==> src/sv/hdc_pkg.sv <==
`timescale 1ns / 1ps
// shared types and constants for the humidity drift correction block
package hdc_pkg;

	localparam int WINDOW_LENGTH = 300;
	localparam int FRACTION_BITS = 16;

	localparam int DATA_W  = 24;
	localparam int GAIN_W  = 24;
	localparam int OUT_W   = 23;
	localparam int IN_TDATA_W  = 4 * DATA_W;
	localparam int IN_TUSER_W  = 2;
	localparam int OUT_TDATA_W = ((OUT_W + 7) / 8) * 8;
	localparam int OUT_TUSER_W = 1;

	// difference held in the ring, clamped to +/-0.5
	localparam int DIFF_W = FRACTION_BITS + 1;
	localparam int HALF_CODE = 2 ** (FRACTION_BITS - 1);

	localparam int ADDR_W = (WINDOW_LENGTH > 1) ? $clog2(WINDOW_LENGTH) : 1;
	localparam int SUM_W  = $clog2(WINDOW_LENGTH) + FRACTION_BITS + 1;
	localparam int PROD_W = GAIN_W + SUM_W;
	localparam int MAG_W  = PROD_W - 1;
	localparam int ADD_W  = MAG_W + 1;
	localparam int T_W    = ADD_W - FRACTION_BITS;
	localparam int R_W    = T_W - $clog2(WINDOW_LENGTH) + 1;
	localparam int RES_W  = T_W + 2;

	// half the divisor, for round to nearest with ties away from zero
	localparam logic [63:0] HALF_DEN_64 = (64'(WINDOW_LENGTH) << FRACTION_BITS) >> 1;
	localparam logic [63:0] RECIP_64 = (64'd1 << T_W) / 64'(WINDOW_LENGTH);

	localparam int FLOOR_CODE = ((2 ** FRACTION_BITS) + 50) / 100;
	localparam int OUT_MAX = (2 ** OUT_W) - 1;
	localparam logic [GAIN_W-1:0] GAIN_RESET = GAIN_W'(64'd1 << FRACTION_BITS);

	localparam int QDEPTH = 4;
	localparam int QPTR_W = $clog2(QDEPTH);
	localparam int QCNT_W = $clog2(QDEPTH + 1);

	typedef struct packed {
		logic signed [DATA_W-1:0] fast;
		logic                     fast_bad;
		logic                     gate;
		logic signed [DIFF_W-1:0] diff;
	} hdc_item_t;

endpackage

==> src/sv/hdc_front.sv <==
`timescale 1ns / 1ps
// front end: takes input items, decides on a window update and clamps the difference
module hdc_front (
	input  logic                               s_axis_tvalid,
	output logic                               s_axis_tready,
	input  logic [hdc_pkg::IN_TDATA_W-1:0]     s_axis_tdata,
	input  logic [hdc_pkg::IN_TUSER_W-1:0]     s_axis_tuser,
	input  logic                               q_ready,
	output logic                               q_push,
	output hdc_pkg::hdc_item_t                 q_item
);

	localparam int DW = hdc_pkg::DATA_W;
	localparam int WW = hdc_pkg::DATA_W + 1;
	localparam logic signed [WW-1:0] HI = WW'(hdc_pkg::HALF_CODE);
	localparam logic signed [WW-1:0] LO = -HI;

	logic signed [DW-1:0] fast;
	logic signed [DW-1:0] refh;
	logic signed [DW-1:0] dew;
	logic signed [DW-1:0] air;
	logic                 fast_bad;
	logic                 ref_bad;
	logic signed [WW-1:0] diff_wide;
	logic signed [WW-1:0] diff_clamped;

	assign fast     = s_axis_tdata[DW-1:0];
	assign refh     = s_axis_tdata[2*DW-1:DW];
	assign dew      = s_axis_tdata[3*DW-1:2*DW];
	assign air      = s_axis_tdata[4*DW-1:3*DW];
	assign fast_bad = s_axis_tuser[0];
	assign ref_bad  = s_axis_tuser[1];

	assign diff_wide = WW'(refh) - WW'(fast);

	always_comb begin
		priority if (diff_wide < LO) begin
			diff_clamped = LO;
		end else if (diff_wide > HI) begin
			diff_clamped = HI;
		end else begin
			diff_clamped = diff_wide;
		end
	end

	assign s_axis_tready = q_ready;
	assign q_push        = s_axis_tvalid & q_ready;

	always_comb begin
		q_item.fast     = fast;
		q_item.fast_bad = fast_bad;
		q_item.gate     = (dew < air) & ~fast_bad & ~ref_bad;
		q_item.diff     = diff_clamped[hdc_pkg::DIFF_W-1:0];
	end

endmodule

==> config.mk <==
export PLATFORM = sky130hd
export DESIGN_NAME = hdc_front
export DESIGN_NICKNAME = d
export VERILOG_FILES = /design/src/sv/hdc_pkg.sv /design/src/sv/hdc_front.sv
export SDC_FILE = /design/constraint.sdc
export NUM_CORES = 1
export LEC_CHECK = 0
export ABC_CLOCK_PERIOD_IN_PS = 6200
export BUFFER_PORTS_ARGS = -buffer_cell sky130_fd_sc_hd__buf_2
export CAP_MARGIN = 5
export CORE_MARGIN = 2
export CORE_UTILIZATION = 52
export DETAILED_ROUTE_END_ITERATION = 10
export PLACE_DENSITY = 0.95
export SLEW_MARGIN = 15
export SYNTH_ARGS = -nofsm -noshare
export SYNTH_HDL_FRONTEND = slang
export SYNTH_SLANG_ARGS = --single-unit
==> constraint.sdc <==
create_clock -name vclk -period 6.2
set_input_delay 0.62 -clock vclk [all_inputs]
set_output_delay 0.62 -clock vclk [all_outputs]
set_load 0.01 [all_outputs]
==> PnR_summary.wiki <==
{| class="wikitable"
! Metric !! Value
|-
| Result of the run || finished clean
|-
| Number of vias per cell after detailed routing || 5.42
|-
| Met1 track utilization from global routing || 0.270
|-
| Starting density of the core || 0.533
|-
| Setup TNS Final || 0 ns
|-
| Number of buffers added for setup after CTS || 0
|-
| Total of endpoints with negative setup slack in the final report || 0
|-
| Mean instance size in the synthesized netlist || 7.00 µm²
|-
| Cell area after technology mapping || 2690 µm²
|-
| Post-detailed-route DRC marker count || 0
|-
| Clock period minus worst slack || about 4.5 ns
|-
| Switch Pwr || 164 µW
|-
| Drt first-iter violations || 95
|-
| Yosys synthesis warning count || 0
|-
| Final Hold Viols || 0
|-
| Number of pins with negative max-slew slack in the final report || 0
|-
| Mapped Cells || 384
|-
| Worst setup margin || 1.73 ns
|-
| Routability Congestion || 0.906
|-
| Minimum hold slack || 1.44 ns
|-
| Highest-delay cell along the critical path || sky130_fd_sc_hd__a21oi_2
|-
| Peak supply drop || 0.0517 mV
|-
| Slew at the pin closest to its max-slew limit || 0.793 ns
|-
| Share of the clock period used by the worst path || 0.721
|-
| I/O pin count || 145
|-
| Post-synthesis to final-layout area growth || 20.0%
|-
| GR Overflow Total || 0
|-
| Sequence of cells on the critical path || buf_2, inv_1, ha_1, inv_1, fa_1, a21oi_1, o221ai_2, a31oi_1, xnor2_1, a311oi_1, a41o_1, and3_1, a21oi_2, and2b_2, buf_2
|-
| CLK BUF || 0
|-
| Crit-path max FO || 15
|-
| Fraction of layout instances using a drive strength above 1 || 0.364
|-
| Sequential cell count of the final layout || 0
|-
| Sequential-to-total area share from yosys stat || 0
|-
| Die H || 75.9 µm
|-
| Busiest metal layer after global routing || met2
|-
| Placeable Area || 5040 µm²
|-
| Wirelength, routed || 7060 µm
|-
| Sequential share of power || 0
|-
| Via count || 3,048
|-
| Antenna cell count || 0
|-
| Worst endpoint required time || roughly 5.6 ns
|-
| Highest achievable clock rate || about 0.22 GHz
|-
| Static Leak || 0.00186 µW
|-
| Number of global-route vias before repair || 2,614
|-
| Unique masters post-synth || 63
|-
| Unrepaired setup endpoints after global routing || no
|-
| Class of the worst hold path || input port to output port
|-
| Nets@finish || 642
|-
| Number of gates resized after CTS || 0
|-
| Final HPWL from detailed placement || 6230 µm
|-
| Power per standard cell area || 91.3 nW/µm²
|-
| Horizontal die dimension || 75.9 µm
|-
| Critical Path Sink Type || output port
|-
| Switching power share of the total || 0.558
|-
| Met2 routing resource usage after global routing || 0.439
|-
| Initial antenna violation count || 0
|-
| Pin count of the biggest net entering global routing || 16
|-
| Site row count || 26
|-
| Delay contributed by the slowest stage of the critical path || 0.61 ns
|-
| Global-route wire length before repair || around 11,000 µm
|-
| Average wire per standard cell || 12.6 µm
|-
| Fraction of synthesized cell area taken by the top area cell type || 0.219
|-
| Count of placed standard cells including taps || roughly 560
|-
| Port buffer count || 145
|-
| Combinational share of power || 1.000
|-
| Global Route Usage Sum || 0.223
|-
| Post-place setup slack || 1.75 ns
|-
| # hold bufs at CTS || 0
|-
| Hold depth || 2
|-
| TritonRoute pass-1 iters || 4
|-
| Type of element launching the critical path || input port
|-
| Fill cell instance count of the final layout || 477
|-
| Top cells by area in the synthesized netlist || sky130_fd_sc_hd__ha_1, sky130_fd_sc_hd__buf_4, sky130_fd_sc_hd__inv_1
|-
| Worst Setup Path Type || input port to output port
|-
| Met3 usage || 0.00794
|-
| Overall die area || 5760 µm²
|-
| Number of nets with antenna violations after routing || 0
|-
| Post-synthesis cell type with the largest combined area || sky130_fd_sc_hd__ha_1
|-
| Max-cap violations || 0
|-
| Clock share of power || 0
|-
| CP Data Arrival Time || 3.85 ns
|-
| Reg area || 0 µm²
|-
| Number of standard cells in the final layout excluding fillers || 562
|-
| Normalized max-slew margin || 0.472
|-
| Net count after synthesis || about 530
|-
| Internal power consumption || 130 µW
|}
[synthesized netlist by cell type, drive strengths merged, types with 4 or more instances]
| cell type | number |
|---|---|
| nand4 | 9 |
| nor3 | 8 |
| nor2 | 32 |
| mux2i | 6 |
| xor2 | 6 |
| nor4 | 6 |
| o21ai | 18 |
| xnor2 | 11 |
| nand2 | 22 |
| nor2b | 4 |
| nand3 | 10 |
| and3 | 7 |
| a211oi | 9 |
| a21o | 14 |
| a21oi | 30 |
| o21a | 4 |
| o211ai | 4 |
| ha | 47 |
| inv | 56 |
| buf | 37 |
| and2b | 4 |
[cell type report]
| cell class | count | area (µm²) | area share |
|---|---|---|---|
| timing repair buffer | 145 | 726 | 0.225 |
| tap | 70 | 87.6 | 0.0272 |
| inverter | 56 | 210 | 0.0652 |
| multi-input combinational | 291 | 2200 | 0.683 |
[power by group through the flow]
stage               Sequential, µW  Combinational (µW)  Clock, µW
finish                           0                 294          0
global route                     0                 327          0
CTS                              0                 291          0
detailed placement               0                 290          0
global placement                 0                 278          0
floorplan                        0                 221          0
[routing by layer]
layer | share of wire | wire [µm] | up-vias
li1 | - | - | 1557
met4 | 0.0095 | 67 | 0
met1 | 0.41 | 2890 | 1362
met2 | 0.52 | 3680 | 119
met5 | 0 | 0 | -
met3 | 0.058 | 412 | 10
[cell families after synthesis]
kind of cell | count (synthesis) | share of synthesized area
simple gates | 120 | 0.251
compound gates | 99 | 0.260
buf+inv | 93 | 0.181
fa+ha+maj | 48 | 0.226
xor+xnor | 17 | 0.0554
mux | 7 | 0.0265
[path summary, 6_finish.rpt]
kind | startpoint | endpoint
min | q_ready | s_axis_tready
max | s_axis_tdata[24] | q_item[3]
[cells in the final DEF, fill, tap and decap left out, types with 4 or more instances in the layout]
master,count
sky130_fd_sc_hd__nand2_1,21
sky130_fd_sc_hd__a211oi_1,8
sky130_fd_sc_hd__nand3_1,10
sky130_fd_sc_hd__xnor2_1,11
sky130_fd_sc_hd__nor4_1,5
sky130_fd_sc_hd__ha_1,47
sky130_fd_sc_hd__inv_1,56
sky130_fd_sc_hd__a21o_1,14
sky130_fd_sc_hd__mux2i_1,6
sky130_fd_sc_hd__and3_1,7
sky130_fd_sc_hd__nand4_1,9
sky130_fd_sc_hd__nor3_1,8
sky130_fd_sc_hd__nor2_1,22
sky130_fd_sc_hd__o21ai_0,13
sky130_fd_sc_hd__xor2_1,6
sky130_fd_sc_hd__buf_2,145
sky130_fd_sc_hd__a21oi_2,6
sky130_fd_sc_hd__nor2_2,10
sky130_fd_sc_hd__a21oi_1,23
sky130_fd_sc_hd__nor2b_1,4
sky130_fd_sc_hd__o21a_1,4
[metrics by stage]
stage	power, µW	area (µm²)	utilization
after global routing	327	3220	0.639
after floorplan	221	2690	-
after global placement	278	3220	0.639
final	294	3220	0.639
after detailed placement	290	3220	0.639
after CTS	291	3220	0.639
[worst max-delay path, delay by kind of cell]
kind	cells	cell delay, ns
simple gates	2	0.46
xor+xnor	1	0.20
fa+ha+maj	2	0.59
compound gates	6	1.64
buf+inv	4	0.33
Power figures use the tool's default switching activity.
