$ cat config.mk
export PLATFORM = sky130hd
export DESIGN_NAME = hdc_queue
export DESIGN_NICKNAME = d
export VERILOG_FILES = /design/src/sv/hdc_pkg.sv /design/src/sv/hdc_queue.sv
export SDC_FILE = /design/constraint.sdc
export NUM_CORES = 1
export LEC_CHECK = 0
export BUFFER_PORTS_ARGS = -buffer_cell sky130_fd_sc_hd__clkbuf_2
export CAP_MARGIN = 20
export CORE_MARGIN = 4
export CORE_UTILIZATION = 55
export CTS_BUF_LIST = sky130_fd_sc_hd__clkbuf_4 sky130_fd_sc_hd__clkbuf_8
export DETAILED_ROUTE_END_ITERATION = 8
export GPL_TIMING_DRIVEN = 0
export PLACE_DENSITY = 0.77
export SYNTH_ARGS = -nofsm -noshare
export SYNTH_HDL_FRONTEND = slang
export SYNTH_SLANG_ARGS = --single-unit
$ cat constraint.sdc
create_clock -name clk -period 4.89 [get_ports clk]
set_input_delay 0.7335 -clock clk [delete_from_list [all_inputs] [get_ports clk]]
set_output_delay 0.7335 -clock clk [all_outputs]
set_load 0.005 [all_outputs]
$ cat src/sv/hdc_pkg.sv
`timescale 1ns / 1ps
// shared types and constants for the humidity drift correction block
package hdc_pkg;

	localparam int WINDOW_LENGTH = 300;
	localparam int FRACTION_BITS = 16;

	localparam int DATA_W  = 24;
	localparam int GAIN_W  = 24;
	localparam int OUT_W   = 23;
	localparam int IN_TDATA_W  = 4 * DATA_W;
	localparam int IN_TUSER_W  = 2;
	localparam int OUT_TDATA_W = ((OUT_W + 7) / 8) * 8;
	localparam int OUT_TUSER_W = 1;

	// difference held in the ring, clamped to +/-0.5
	localparam int DIFF_W = FRACTION_BITS + 1;
	localparam int HALF_CODE = 2 ** (FRACTION_BITS - 1);

	localparam int ADDR_W = (WINDOW_LENGTH > 1) ? $clog2(WINDOW_LENGTH) : 1;
	localparam int SUM_W  = $clog2(WINDOW_LENGTH) + FRACTION_BITS + 1;
	localparam int PROD_W = GAIN_W + SUM_W;
	localparam int MAG_W  = PROD_W - 1;
	localparam int ADD_W  = MAG_W + 1;
	localparam int T_W    = ADD_W - FRACTION_BITS;
	localparam int R_W    = T_W - $clog2(WINDOW_LENGTH) + 1;
	localparam int RES_W  = T_W + 2;

	// half the divisor, for round to nearest with ties away from zero
	localparam logic [63:0] HALF_DEN_64 = (64'(WINDOW_LENGTH) << FRACTION_BITS) >> 1;
	localparam logic [63:0] RECIP_64 = (64'd1 << T_W) / 64'(WINDOW_LENGTH);

	localparam int FLOOR_CODE = ((2 ** FRACTION_BITS) + 50) / 100;
	localparam int OUT_MAX = (2 ** OUT_W) - 1;
	localparam logic [GAIN_W-1:0] GAIN_RESET = GAIN_W'(64'd1 << FRACTION_BITS);

	localparam int QDEPTH = 4;
	localparam int QPTR_W = $clog2(QDEPTH);
	localparam int QCNT_W = $clog2(QDEPTH + 1);

	typedef struct packed {
		logic signed [DATA_W-1:0] fast;
		logic                     fast_bad;
		logic                     gate;
		logic signed [DIFF_W-1:0] diff;
	} hdc_item_t;

endpackage

$ cat src/sv/hdc_queue.sv
`timescale 1ns / 1ps
// short queue of classified items between front and back
module hdc_queue (
	input  logic               clk,
	input  logic               arst_n,
	input  logic               push,
	input  hdc_pkg::hdc_item_t push_item,
	output logic               ready,
	input  logic               pop,
	output logic               valid,
	output hdc_pkg::hdc_item_t pop_item
);

	hdc_pkg::hdc_item_t entry_q [hdc_pkg::QDEPTH];
	logic [hdc_pkg::QPTR_W-1:0] wr_ptr_q;
	logic [hdc_pkg::QPTR_W-1:0] rd_ptr_q;
	logic [hdc_pkg::QCNT_W-1:0] count_q;
	logic do_pop;

	assign ready    = (count_q != hdc_pkg::QCNT_W'(hdc_pkg::QDEPTH));
	assign valid    = (count_q != '0);
	assign pop_item = entry_q[rd_ptr_q];
	assign do_pop   = pop & valid;

	always_ff @(posedge clk) begin
		if (push) begin
			entry_q[wr_ptr_q] <= push_item;
		end
	end

	always_ff @(posedge clk or negedge arst_n) begin
		if (!arst_n) begin
			wr_ptr_q <= '0;
			rd_ptr_q <= '0;
			count_q  <= '0;
		end else begin
			if (push) begin
				wr_ptr_q <= wr_ptr_q + 1'b1;
			end
			if (do_pop) begin
				rd_ptr_q <= rd_ptr_q + 1'b1;
			end
			unique case ({push, do_pop})
				2'b10:   count_q <= count_q + 1'b1;
				2'b01:   count_q <= count_q - 1'b1;
				default: count_q <= count_q;
			endcase
		end
	end

endmodule

==> impl_metrics.yaml, run 1 <==
worst_hold_path:
  hold_path.class: "in2async"
synthesis:
  synth_fp_nets: 315
  synthCells: 262
  ys_warn_count: 0
  yosys.area.top_type: "edfxtp_1"
  synth_cell_type_count: 20
  yosys-top-cells-area: "edfxtp_1 (77%), mux4_2 (13%), dfrtp_1 (2.6%)"
  syn_area_sq_um: 6670
  ys_ff_latch: 179
  yosysSeqAreaShare: 0.800
  synth_top_area_frac: 0.774
  post_synth.cell_area_avg_sq_um: 25.5
clock_network:
  postCtsHoldBufs: 0
  cts_buffer_depth: 2
  cts_setup_buffers: 0
  cts-resized-gates: 0
  cts_tree: "built"
  cts_root_buf: "clkbuf_8"
  h-tree-depth: 4
  clk_pin_slew_ns: 0.08
  numCtsBuffers: 17
  cts_num_sinks: 179
  worst_skew_pair.late_latency_ns: 0.44
final_layout:
  fin_area_sq_um: 7820
  multiInputGateArea_sq_um: 1200
  area_growth_pct: 17.3
  antenna-diode-count: 0
  layout_commonest_cell: "edfxtp_1"
  finish.utilization: 0.671
  layout_common_cells: "edfxtp_1 (172), clkbuf_2 (91), mux4_2 (38)"
  drive_gt1_frac: 0.455
  layout.nets: 429
  register_area_sq_um: 5340
  nFillCells: 746
route:
  first_pass_iters: 4
  detail-route-antenna-nets: 0
  drtIter0Drc: 178
  wl_per_cell_um: 20.0
  num_vias: 2938
  drcViolationCount: 0
  highest_layer: "met4"
  wl_mm: 10.6
  wl_met3_um: 531
  via_per_inst: 5.52
  drt-met1-wl_mm: 4.25
  dr_wl_met2_mm: 5.69
worst_setup_path:
  cp.depth: 4
  start_kind: "flip-flop"
  slowest_delay_ns: 0.52
  cp-end-kind: "output pin"
  timing.critical_path.buf_inv: 3
  crit_required_ns: 4.16
  critPathMaxFanout: 10
  crit_type: "reg2out"
  r2r_cells: 4
  cp_slowest_cell: "mux4_2"
  cp_top_family: "multiplexers"
  crit_chain: "buf_6 > buf_12 > mux4_2 > clkbuf_2"
  cp.arrival_ns: 1.80
die:
  core_sq_um: 11700
  rows: 39
  boundaryPins: 92
  fp.dieArea_sq_um: 14000
  die_y_um: 118
  die_w_um: 118
  start_util: 0.572
timing:
  fmax_mhz: 395
  rsz0062_at_grt: "no"
  hold_violations: 0
  finalMaxSlewViolations: 0
  finalSetupTns_ns: 0
  fin_crit_sh: 0.517
  setup_slack_ns: 2.36
  setup_viol: 0
  worst_pin_slew_ns: 0.702
  skew_ns: 0.00846
  relSlewSlack: 0.532
  finalCriticalPeriod_ns: 2.53
status:
  status: "completed"
global_routing:
  antenna_found_initial: 0
  grt_pass1_wl_mm: 16.9
  grt_remaining_overflow: 0
  grt_max_degree: 26
  grtUsageTotal: 0.163
  first_global_vias: 3168
placed_design:
  place.port_buffers: 91
  dp_hpwl_mm: 7.03
  place.gp.congestion: 0.710
  dp_slack_ns: 2.72
  postPlaceCellArea_sq_um: 7400
pwr:
  power_density_nw_per_um2: 570
  ir_drop_mv: 0.351
  p_int_uw: 3280
  power_frac_comb: 0.301
  p_leak_uw: 0.00277
  power.total_uw: 4460
  p_switching_uw: 1180
  clock_power_share: 0.233
  seqPwrFrac: 0.466
  swShare: 0.265
job:
  maxCapViolCount: 0
[power groups by stage]
stage          combinational [uW]  clock, uW  sequential, uW
2_1_floorplan                 864          0            2100
3_3_place_gp                 1330          0            2120
3_5_place_dp                 1380          0            2120
4_1_cts                      1390       1070            2080
5_1_grt                      1460       1140            2110
6_report                     1340       1040            2080
[cell type report]
type,instances,area share
Inverter,6,0.00288
Clock buffer,21,0.0337
Multi-Input combinational cell,67,0.153
Tap cell,143,0.0229
Sequential cell,179,0.683
Buffer,10,0.0149
Clock inverter,11,0.0205
Timing Repair Buffer,95,0.0694
[Yosys cell counts (all sizes together)]
library cell / instances
buf: 10
mux2i: 1
nand2: 2
dfrtp: 7
nor2: 1
inv: 6
xor2: 4
o21ai: 1
o31a: 1
ha: 5
edfxtp: 172
fa: 1
or3: 1
nand3: 1
mux4: 43
and2: 4
xnor2: 2
[registers in the layout, summed over array words and instances (netlist names)]
signal and cells:
wr_ptr_q 2, entry_q 172, count_q 3, rd_ptr_q 2
[kinds of logic after synthesis]
logic type,share of synthesized area
AOI/OAI and AO/OA,0.00206
xor gates and xnor gates,0.00788
adders and majority gates,0.0124
buffers and inverters,0.0208
DFF,0.800
muxes,0.149
and+or+nand+nor,0.00712
[per-layer routing]
metal  GRT usage  vias to the layer above
met4      0.0637                        0
met5           0                        -
li1            -                     1333
met2       0.277                       65
met1       0.199                     1524
met3      0.0501                       16
[through the flow]
step                cells  hold slack, ns
finish                532           0.122
global route          532          0.0961
CTS                   532          0.0821
detailed placement    500           0.520
global placement      496           0.500
floorplan             262           0.438
[worst paths after layout]
path | to | start | slack (ns)
max in group asynchronous | count_q[0] | arst_n | 4.59
setup / recovery | pop_item[23] | rd_ptr_q[0] | 2.36
hold / removal | count_q[1] | arst_n | 0.12
hold reg to reg | count_q[2] | count_q[2] | 0.53
setup reg to reg | entry_q[2][31] | wr_ptr_q[0] | 3.04
min in group clk | entry_q[3][5] | push_item[5] | 0.51
(Power assumes the default switching activity.)
==> inputs of run 2 (changes only) <==
clock period = 2.5 ns   (was 4.89 ns; I/O delays follow)
==> run 2 against run 1 <==
  * Core utilization grew 0.086 points
  * Count of clock-buffer cells in the layout is the same
  * First-iteration DRC count grew 6.7%
  * Die area is the same
  * Wire length grew 0.11%
  * Non-clock buffer count grew 1
  * Clock power grew 95%
  * Critical path type unchanged
  * Largest cell class unchanged
  * Highest routed layer unchanged
==> impl_metrics.yaml, run 2 (synthesis results as in run 1) <==
status:
  status: "completed"
clock_network:
  cts_tree: "built"
  cts_buffer_depth: 2
  numCtsBuffers: 17
  h-tree-depth: 4
  cts-resized-gates: 0
  cts_num_sinks: 179
  cts_setup_buffers: 0
  worst_skew_pair.late_latency_ns: 0.43
  cts_root_buf: "clkbuf_8"
  clk_pin_slew_ns: 0.08
worst_hold_path:
  hold_path_end: "entry_q[3][5]"
  hold_path.class: "in2reg"
  hold-path-cell-count: 1
  hp-start: "push_item[5]"
die:
  core_sq_um: 11700
  die_y_um: 118
  die_w_um: 118
  boundaryPins: 92
  start_util: 0.572
  fp.dieArea_sq_um: 14000
  rows: 39
route:
  wl_per_cell_um: 20.0
  detail-route-antenna-nets: 0
  num_vias: 2943
  drcViolationCount: 0
  highest_layer: "met4"
  wl_met3_um: 510
  dr_wl_met2_mm: 5.69
  first_pass_iters: 4
  drtIter0Drc: 190
  via_per_inst: 5.52
  drt-met1-wl_mm: 4.27
  wl_mm: 10.7
worst_setup_path:
  r2r_cells: 4
  critPathMaxFanout: 10
  cp.arrival_ns: 1.79
  cp_slowest_cell: "mux4_2"
  r2r_start: "wr_ptr_q[0]"
  crit_required_ns: 2.12
  worstSetupStartpoint: "rd_ptr_q[0]"
  start_kind: "flip-flop"
  cp-end-kind: "output pin"
  ff2ff_setup_slack_ns: 0.65
  reg2reg_to: "entry_q[2][31]"
  slowest_delay_ns: 0.53
  crit_type: "reg2out"
  crit_chain: "buf_6 > buf_12 > mux4_2 > clkbuf_2"
final_layout:
  largest_register: "entry_q"
  reg.largest.list: "entry_q (172), count_q (3)"
  drive_gt1_frac: 0.454
  area_growth_pct: 17.4
  final_cells: 533
  layout.nets: 430
  antenna-diode-count: 0
  layout_commonest_cell: "edfxtp_1"
  layout_common_cells: "edfxtp_1 (172), clkbuf_2 (91), mux4_2 (38)"
  largest_reg_flops: 172
  finish.utilization: 0.672
global_routing:
  grt_pass1_wl_mm: 17.0
  grt_max_degree: 26
  antenna_found_initial: 0
  grt_remaining_overflow: 0
  first_global_vias: 3179
  grtUsageTotal: 0.164
timing:
  worst_pin_slew_ns: 0.699
  finalCriticalPeriod_ns: 2.17
  fmax_mhz: 461
  relSlewSlack: 0.534
  hold_violations: 0
  finalMaxSlewViolations: 0
  setup_viol: 0
  fin_crit_sh: 0.868
  skew_ns: 0.00798
  finalSetupTns_ns: 0
  rsz0062_at_grt: "no"
placed_design:
  dp.cells: 500
  dp_hpwl_mm: 7.03
  place.gp.congestion: 0.710
  place.port_buffers: 91
pwr:
  power_density_nw_per_um2: 1110
  power.total_uw: 8720
  p_leak_uw: 0.00278
  ir_drop_mv: 0.686
job:
  maxCapViolCount: 0
-- run 2: cell count changes in the layout (fill, tap and decap cells not counted) --
| cell | before | now |
|---|---|---|
| dlygate4sd3_1 | 0 | 1 |
-- run 2: per-stage QoR --
stage	setup slack, ns	instance area [sq um]	hold WS [ns]
3_5_place_dp	0.646	7400	0.224
2_1_floorplan	0.439	6670	0.0794
6_report	0.330	7830	0.148
4_1_cts	0.266	7830	0.105
5_1_grt	0.236	7830	0.111
3_3_place_gp	-0.342	7310	0.217
-- run 2: repair_timing --
action | CTS | global route
hold buffers | 1 | 0
endpoints found under the setup margin | 0 | 0
hold endpoints to repair | 7 | 0
-- run 2: area by class of cell --
cell class                      count  area (sq um)
Multi-Input combinational cell     67          1200
Clock inverter                     11           160
Sequential cell                   179          5340
Fill cell                         745          3830
Clock buffer                       21           264
Tap cell                          143           179
Inverter                            6          22.5
Timing Repair Buffer               96           553
Buffer                             10           116
-- run 2: worst max path at each step --
stage                                end  slack, ns  cells past startpoint
after floorplan            entry_q[2][0]       0.44                      3
final                       pop_item[23]       0.33                      4
after global routing        pop_item[35]       0.24                      4
after global placement    entry_q[0][30]      -0.34                      3
after CTS                   pop_item[23]       0.27                      4
after detailed placement   entry_q[2][7]       0.65                      4
-- run 2: worst max-delay path: cells and delay by family (launching register included) --
kind / cells / cell delay (ns)
buffers and inverters: 3 / 0.49
muxes: 1 / 0.53
DFF: 1 / 0.34
-- run 2: metal layers --
layer / GRT usage / vias to the layer above
met3: 0.0501 / 17
met5: 0 / -
met1: 0.199 / 1522
met2: 0.278 / 66
li1: - / 1338
met4: 0.0637 / 0
-- run 2: power breakdown --
part | internal, uW | switching [uW]
combinational | 1360 | 1260
sequential | 3930 | 142
clock | 1120 | 908
total | 6410 | 2310
==> inputs of run 3 (changes only) <==
ABC_AREA = 1   (was unset)
PLACE_DENSITY = 0.76   (was 0.77)
==> run 3 against run 2 <==
  * Global-route usage rose by 4.2 points
  * Combinational power rose by 34%
  * Area after synthesis rose by 10%
==> impl_metrics.yaml, run 3 <==
status:
  status: "completed"
worst_hold_path:
  hold-path-cell-count: 1
  hp-start: "push_item[40]"
  hold_path.class: "in2reg"
  hold_path_end: "entry_q[3][40]"
worst_setup_path:
  r2r_cells: 8
  cp_slowest_cell: "dfrtp_1"
  crit_chain: "inv_2 > clkbuf_1 > nand2_1 > o211ai_1 > nand2_1 > clkbuf_2"
  reg2reg_to: "count_q[1]"
  timing.critical_path.buf_inv: 3
  start_kind: "flip-flop"
  cp_top_family: "buffers and inverters"
  slowest_delay_ns: 0.42
  cpMostUsedCell: "nand2_1"
  crit_required_ns: 2.12
  cp-end-kind: "output pin"
  ff2ff_setup_slack_ns: 0.62
  cp.arrival_ns: 1.83
  r2r_start: "count_q[0]"
  critPathMaxFanout: 10
  crit_type: "reg2out"
global_routing:
  grt_max_degree: 31
  grtUsageTotal: 0.206
  grt_remaining_overflow: 0
  grt_pass1_wl_mm: 22.7
  first_global_vias: 4497
  antenna_found_initial: 0
route:
  drcViolationCount: 0
  drtIter0Drc: 325
  wl_met3_um: 865
  num_vias: 4435
  dr_wl_met2_mm: 7.56
  first_pass_iters: 4
  via_per_inst: 5.17
  drt-met1-wl_mm: 5.89
  wl_mm: 14.6
  detail-route-antenna-nets: 0
  highest_layer: "met4"
  wl_per_cell_um: 17.0
pwr:
  p_leak_uw: 0.00356
  p_switching_uw: 3250
  power_density_nw_per_um2: 1120
  seqPwrFrac: 0.427
  ir_drop_mv: 0.896
  clock_power_share: 0.205
  power_frac_comb: 0.367
  swShare: 0.341
  p_int_uw: 6280
synthesis:
  synth_cell_type_count: 17
  synth_edf_count: 172
  yosysMostFrequentCell: "edfxtp_1"
  synth-main-ff-cell: "edfxtp_1"
  synth_top_area_frac: 0.704
  synthCells: 559
  ys_warn_count: 0
  yosysSeqAreaShare: 0.728
  yosys-top-cells-area: "edfxtp_1 (70%), o211ai_1 (8.4%), nand2_1 (7.5%)"
  syn_area_sq_um: 7340
  ys_top_cells_by_count: "edfxtp_1 (172), nand2_1 (147), inv_1 (100), o211ai_1 (82), buf_6 (18)"
  ys_ff_latch: 179
  synth_fp_nets: 612
  ys_async_sr_fraction: 0.0391
  yosys.area.top_type: "edfxtp_1"
  post_synth.cell_area_avg_sq_um: 13.1
clock_network:
  worst_skew_pair.late_latency_ns: 0.46
  cts-resized-gates: 0
  numCtsBuffers: 17
  cts_buffer_depth: 2
  clk_pin_slew_ns: 0.09
  cts_root_buf: "clkbuf_8"
  h-tree-depth: 4
  cts_tree: "built"
  cts_num_sinks: 179
final_layout:
  drive_gt1_frac: 0.238
  final_cells: 858
  layout.nets: 726
  layout_common_cells: "edfxtp_1 (172), nand2_1 (147), inv_1 (96)"
  nFillCells: 954
  largest_register: "entry_q"
  layout_commonest_cell: "edfxtp_1"
  largest_reg_flops: 172
  reg.largest.list: "entry_q (172), count_q (3)"
  antenna-diode-count: 0
  area_growth_pct: 15.8
die:
  rows: 41
  die_y_um: 124
  boundaryPins: 92
  start_util: 0.572
  die_w_um: 124
  fp.dieArea_sq_um: 15300
  core_sq_um: 12800
timing:
  worst_pin_slew_ns: 0.493
  setup_slack_ns: 0.300
  finalMaxSlewViolations: 0
  skew_ns: 0.00934
  fmax_mhz: 455
  setup_viol: 0
  fin_crit_sh: 0.880
  finalCriticalPeriod_ns: 2.20
  rsz0062_at_grt: "no"
  relSlewSlack: 0.672
  hold_violations: 0
placed_design:
  place.gp.congestion: 0.771
  dp_hpwl_mm: 9.35
  dp.cells: 825
  dp_slack_ns: 0.674
  place.port_buffers: 90
job:
  maxCapViolCount: 0
## run 3: changes by cell type after synthesis, sizes merged, moves of 4 or more
cell	previous run	this run
and2	4	0
buf	10	27
inv	6	102
mux4	43	0
nand2	2	147
nand3	1	5
o211ai	0	86
## run 3: stage by stage
step | power (uW) | setup TNS, ns | hold WS [ns] | cell area, sq um | util
finish | 9530 | 0 | 0.122 | 8500 | 0.662
global route | 10100 | 0 | 0.0949 | 8500 | 0.662
CTS | 9640 | 0 | 0.0924 | 8500 | 0.662
detailed placement | 7690 | 0 | 0.229 | 8080 | 0.630
global placement | 7510 | -10.97 | 0.217 | 8000 | 0.624
floorplan | 6250 | 0 | 0.0794 | 7340 | -
## run 3: worst max-delay path by stage
stage,start,endpoint,slack (ns),cells after the start
after global placement,push,entry_q[2][22],-0.07,3
after global routing,rd_ptr_q[0],pop_item[10],0.14,6
final,rd_ptr_q[0],pop_item[1],0.30,6
after CTS,rd_ptr_q[0],pop_item[1],0.25,6
after floorplan,push,entry_q[3][0],0.58,3
after detailed placement,count_q[0],count_q[1],0.67,8
## run 3: cell families (layout without fill, tap and decap cells)
group | count (synthesis) | count (layout) | share of synthesized area
DFF | 179 | 179 | 0.728
and+or+nand+nor | 153 | 153 | 0.0795
buffers and inverters | 131 | 258 | 0.0870
AOI/OAI and AO/OA | 88 | 88 | 0.0921
adders and majority gates | 6 | 6 | 0.0113
xor gates and xnor gates | 2 | 2 | 0.00239
## run 3: area by class of cell
| cell class | count | area, sq um | area share |
|---|---|---|---|
| Multi-Input combinational cell | 249 | 1360 | 0.160 |
| Clock buffer | 21 | 264 | 0.0311 |
| Sequential cell | 179 | 5340 | 0.629 |
| Inverter | 102 | 383 | 0.0451 |
| Timing Repair Buffer | 95 | 541 | 0.0636 |
| Buffer | 29 | 255 | 0.0300 |
| Clock inverter | 11 | 139 | 0.0163 |
| Tap cell | 172 | 215 | 0.0253 |
## run 3: metal layers
metal / track usage / vias up
met3: 0.0558 / 19
met2: 0.352 / 116
met1: 0.247 / 2145
met5: 0 / -
li1: - / 2155
met4: 0.0844 / 0
## run 3: repair_timing
action                                 in CTS  in global routing
endpoints found under the hold margin       7                  0
setup buffers                               0                  0
hold buffers                                1                  0
## run 3: power by group through the flow
| stage | sequential (uW) | clock, uW | combinational [uW] |
|---|---|---|---|
| final | 4070 | 1960 | 3500 |
| after CTS | 4070 | 1990 | 3570 |
| after floorplan | 4120 | 0 | 2130 |
| after detailed placement | 4140 | 0 | 3560 |
| after global routing | 4120 | 2120 | 3900 |
| after global placement | 4150 | 0 | 3370 |
## run 3: worst reg2reg max path: cells and delay by family (launching register included)
family          cells  cell delay (ns)
fa+ha+maj           2             0.61
compound gates      1             0.20
simple gates        2             0.31
flops               1             0.41
buf+inv             3             0.26
